--- src/hw/rtl/rasst_pkg.sv ---
// Types and fixed constants of the range add / range sum tree block.
// Depends on nothing; imported by the top level and the shared arithmetic unit.
package rasst_pkg;

	localparam int DATA_W = 32;
	localparam int IDX_W = 10;
	localparam int CFG_W = 11;
	localparam int ACTIVE_SIZE_RESET = 1024;

	typedef logic [DATA_W-1:0] data_t;

	typedef enum logic [1:0] {
		ALU_ADD,
		ALU_SUB,
		ALU_MUL
	} alu_op_t;

endpackage

--- src/hw/rtl/rasst_alu.sv ---
// Shared arithmetic unit: wrapping 32-bit add, subtract and low-half multiply.
// Depends on rasst_pkg.
module rasst_alu
	import rasst_pkg::*;
(
	input  alu_op_t op,
	input  data_t   a,
	input  data_t   b,
	output data_t   y
);

	always_comb begin
		case (op)
			ALU_ADD: y = a + b;
			ALU_SUB: y = a - b;
			ALU_MUL: y = a * b;
			default: y = a;
		endcase
	end

endmodule

--- config.mk ---
export PLATFORM = sky130hd
export DESIGN_NAME = rasst_alu
export DESIGN_NICKNAME = d
export VERILOG_FILES = /design/src/hw/rtl/rasst_pkg.sv /design/src/hw/rtl/rasst_alu.sv
export SDC_FILE = /design/constraint.sdc
export NUM_CORES = 1
export LEC_CHECK = 0
export ABC_AREA = 1
export BUFFER_PORTS_ARGS = -buffer_cell sky130_fd_sc_hd__buf_4
export CAP_MARGIN = 20
export CORE_MARGIN = 2
export CORE_UTILIZATION = 65
export DETAILED_ROUTE_END_ITERATION = 10
export PLACE_DENSITY = 0.84
export RECOVER_POWER = 100
export SYNTH_ARGS = -nofsm -noshare
export SYNTH_HDL_FRONTEND = slang
export SYNTH_SLANG_ARGS = --single-unit
--- constraint.sdc ---
create_clock -name vclk -period 9.8
set_clock_uncertainty 0.2 [all_clocks]
set_input_delay 1.47 -clock vclk [all_inputs]
set_output_delay 1.47 -clock vclk [all_outputs]
set_load 0.03 [all_outputs]
After elaboration in Yosys (flattened, before gate mapping) --
Cells that the tools add are included.
Cells by class: add/subtract/negate cells 2, $mul 1, equality and inequality tests 2, mux-type cells 1, reductions and logical operators 1
Operators with widths (number):
- $pmux W32 S3 | 1
- $add A32 B32 Y32 | 1
- $mul A32 B32 Y32 | 1
- $sub A32 B32 Y32 | 1
- $eq A2 B1 Y1 const B | 1
- $eq A2 B2 Y1 const B | 1
- $logic_not A2 Y1 | 1
Storage, ports and cells: register bits 0, bits of input ports 66, output and inout port bits 32, logic and storage cells 7

Depth between registers and ports, before layout --
depth in word-level cells 2, gate-level depth with buffers 34, mapped depth without buffers 32

Worst setup path after synthesis --
Ideal clock, no wire load.
kind input-to-output, from input b[5], to output y[27], arrival time 7.654 ns, required time 8.130 ns, setup slack 0.476 ns, stages on the path 25, path buffers 2, cell sequence clkbuf_1 clkbuf_1 nand2_1 inv_1 fa_1 fa_1 fa_1 inv_1 fa_1 inv_1 fa_1 inv_1 fa_1 inv_1 fa_1 fa_1 ha_1 a21oi_1 o21a_1 o21ai_0 nand2_1 nand3_1 or2_2 nand3_1 nand3_1
Between the ends: word-level cells in the longest chain between the ends 2, elaborated cells on any way between the ends 4, those cells by class 2 x add/sub; 1 x mul; 1 x mux
RTL lines:
- from (decl) | RTL line rasst_alu.sv:8 | input data_t b,
- $mul A32 B32 Y32 (tied with other cells) | RTL line rasst_alu.sv:16 | ALU_MUL: y = a * b;
- $pmux W32 S3 (*) | RTL line rasst_alu.sv:13 | case (op)
- to (decl) | RTL line rasst_alu.sv:9 | output data_t y
Every way passes the cells marked *; elsewhere a longest branch is shown, timed or not.

Final worst setup path --
from input a[8], to output y[24]
Between the ends: word-level cells in the longest chain between the ends 2, elaborated cells on any way between the ends 4, those cells by class 2 x add/sub; 1 x mul; 1 x mux
RTL lines:
- from (decl) | RTL line rasst_alu.sv:7 | input data_t a,
- $mul A32 B32 Y32 (tied with other cells) | RTL line rasst_alu.sv:16
- $pmux W32 S3 (*) | RTL line rasst_alu.sv:13
Marked as above.

==> results.md <==
- Die span in x: 178 um
- Final GP Congestion: 1.05
- Drt wl/cell: approximately 19 um
- Rows: 63
- Worst Path Required: slightly above 8 ns
- Hold Fails Final Rpt: 0
- Initial antenna violation count: 0
- Hold path startpoint: a[30]
- Hold endpoint: y[30]
- Sequential cells: 0
- Most numerous cell on the critical path: fa_1
- RSZ-0062 raised after global routing: true
- Initial DRC Count: approximately 2000
- Synth Instances: around 2800
- Starting Density: 0.662
- Filler cell count: 2414
- # DRC: 0
- Sequential area share after synthesis: 0
- Crit path DAT: about 8.0 ns
- ANT cells: 0
- Fmax: 0.103 GHz
- Count of buffer and inverter cells on the critical path: 8
- Clock buf count: 0
- Synth Area per Inst: about 7 um2
- Util after Layout: 0.708
- Yosys warning total: 0
- Synth Net Count: 3457
- Total of max-cap violations: 0
- Critical-path top delay cell: fa_2
- Ratio of cells with drive above 1 in the final layout: 0.0684
- Pin count of the biggest net entering global routing: 35
- DRT Pass-1 Iters: 6
- Nets: approximately 3500
- Setup ws final: around 0.13 ns
- Cell Area, Synth: roughly 20000 um2
- Commonest non-fill, non-tap cells in the layout: inv_1 (815), nand2_1 (802), fa_1 (408)
- DR vias/cell: roughly 5.6
- DP HPWL: ~50 mm
- Tcrit/Tclk final: 0.986
- Kind of cell adding the most delay to the critical path: adder cells
- DR vias: 18212
- Startpoint Class: input pin
- Hold-fix buffers, CTS: 0
- Setup TNS: 0 ns
- First-pass GRT wire length: about 99 mm
- Area growth, synth to finish: 6.92%
- Area of the die: 31700 um2
- Status: finished clean
- Worst-Margin Slew: about 0.92 ns
- Area of the multi-input gates: around 16000 um2
- Pins Over Slew Limit: 0
- Critical Path End Type: primary output
- Vias in the first global route: about 19000
- Tot GR Track Use: 0.408
- Largest area contributor in the netlist: fa_1
- Top cells by area, synth: fa_1 (42%), inv_1 (16%), nand2_1 (15%), ha_1 (9.9%), a21oi_1 (2.9%)
- Grt ovf: 0
- Setup violators final: 0
- Largest stage delay, worst path: between 0.5 and 0.6 ns
- Die Ht: 178 um
- CP max FO: 21
- Post-route ant nets: 0
- Rel. slew slack: 0.383
- Register area: 0 um2
- I/O pins: a little under 100
- Critical path class: in2out
- Hold Crit Depth: 4
- Top-area cell type share of the netlist area: 0.416
- Commonest non-fill, non-tap cell in the layout: inv_1
- Port bufs: a little under 100
- Min-delay worst type: in2out
- Routed WL: about 62 mm
- Place WS: -0.243 ns
- Final min period: a little under 10 ns
- Cell variety after synth: 53
- Core area: 29700 um2
==> synth_stat cells, types with 7 or more instances <==
cell type / number
nand2_1: 805
nand4_1: 16
a21oi_1: 113
o21ai_0: 72
buf_1: 23
nand3_1: 84
fa_1: 409
ha_1: 156
clkbuf_1: 82
nor2_1: 74
a21o_1: 12
o211ai_1: 8
xnor2_1: 19
xor2_1: 36
inv_1: 815
buf_2: 22
nor3_1: 7
==> final cells by class <==
| class | count | area share |
|---|---|---|
| multi-input cells | 1877 | 0.772 |
| inverters | 820 | 0.146 |
| repair buffers | 152 | 0.0582 |
| well taps | 390 | 0.0232 |
==> how the worst max path moves through the flow <==
stage	start	to	slack, ns	cells past startpoint
6_report	a[8]	y[24]	0.13	27
2_1_floorplan	b[5]	y[27]	0.48	25
5_1_grt	a[15]	y[28]	-0.10	23
4_1_cts	a[11]	y[20]	0.03	23
3_5_place_dp	b[9]	y[24]	-0.24	24
3_3_place_gp	a[12]	y[24]	-0.17	24
==> metal layers <==
metal  track usage  share of wire  up-vias
met5             0              0        -
met4         0.167          0.049        0
met3        0.0889           0.12      207
met2         0.647           0.45     1113
met1         0.547           0.38     8716
li1              -              -     8176
==> logic make-up (layout without fill, tap and decap cells) <==
| logic type | after synthesis | after routing | synth area share |
|---|---|---|---|
| xor gates and xnor gates | 55 | 55 | 0.0245 |
| buffers and inverters | 949 | 972 | 0.183 |
| adders and majority gates | 565 | 565 | 0.515 |
| and+or+nand+nor | 1015 | 1015 | 0.208 |
| AOI/OAI and AO/OA | 242 | 242 | 0.0697 |
==> metrics by stage <==
| step | std cells | hold WS (ns) | cell area [um2] |
|---|---|---|---|
| 3_3_place_gp | 3235 | 3.15 | 20800 |
| 6_report | 3239 | 3.15 | 21000 |
| 4_1_cts | 3235 | 3.14 | 20800 |
| 2_1_floorplan | 2826 | 3.01 | 19700 |
| 3_5_place_dp | 3235 | 3.14 | 20800 |
| 5_1_grt | 3239 | 3.17 | 21000 |
==> repair_timing <==
action,4_1_cts,5_1_grt
hold endpoints to repair,0,0
gates resized for setup,11,56
pin swaps,0,4
gates cloned,0,0
setup endpoints to repair,4,11
buffers inserted,0,3
Power is not shown: default switching activity piles up to over one toggle a cycle in this logic, so the estimate is an artifact.
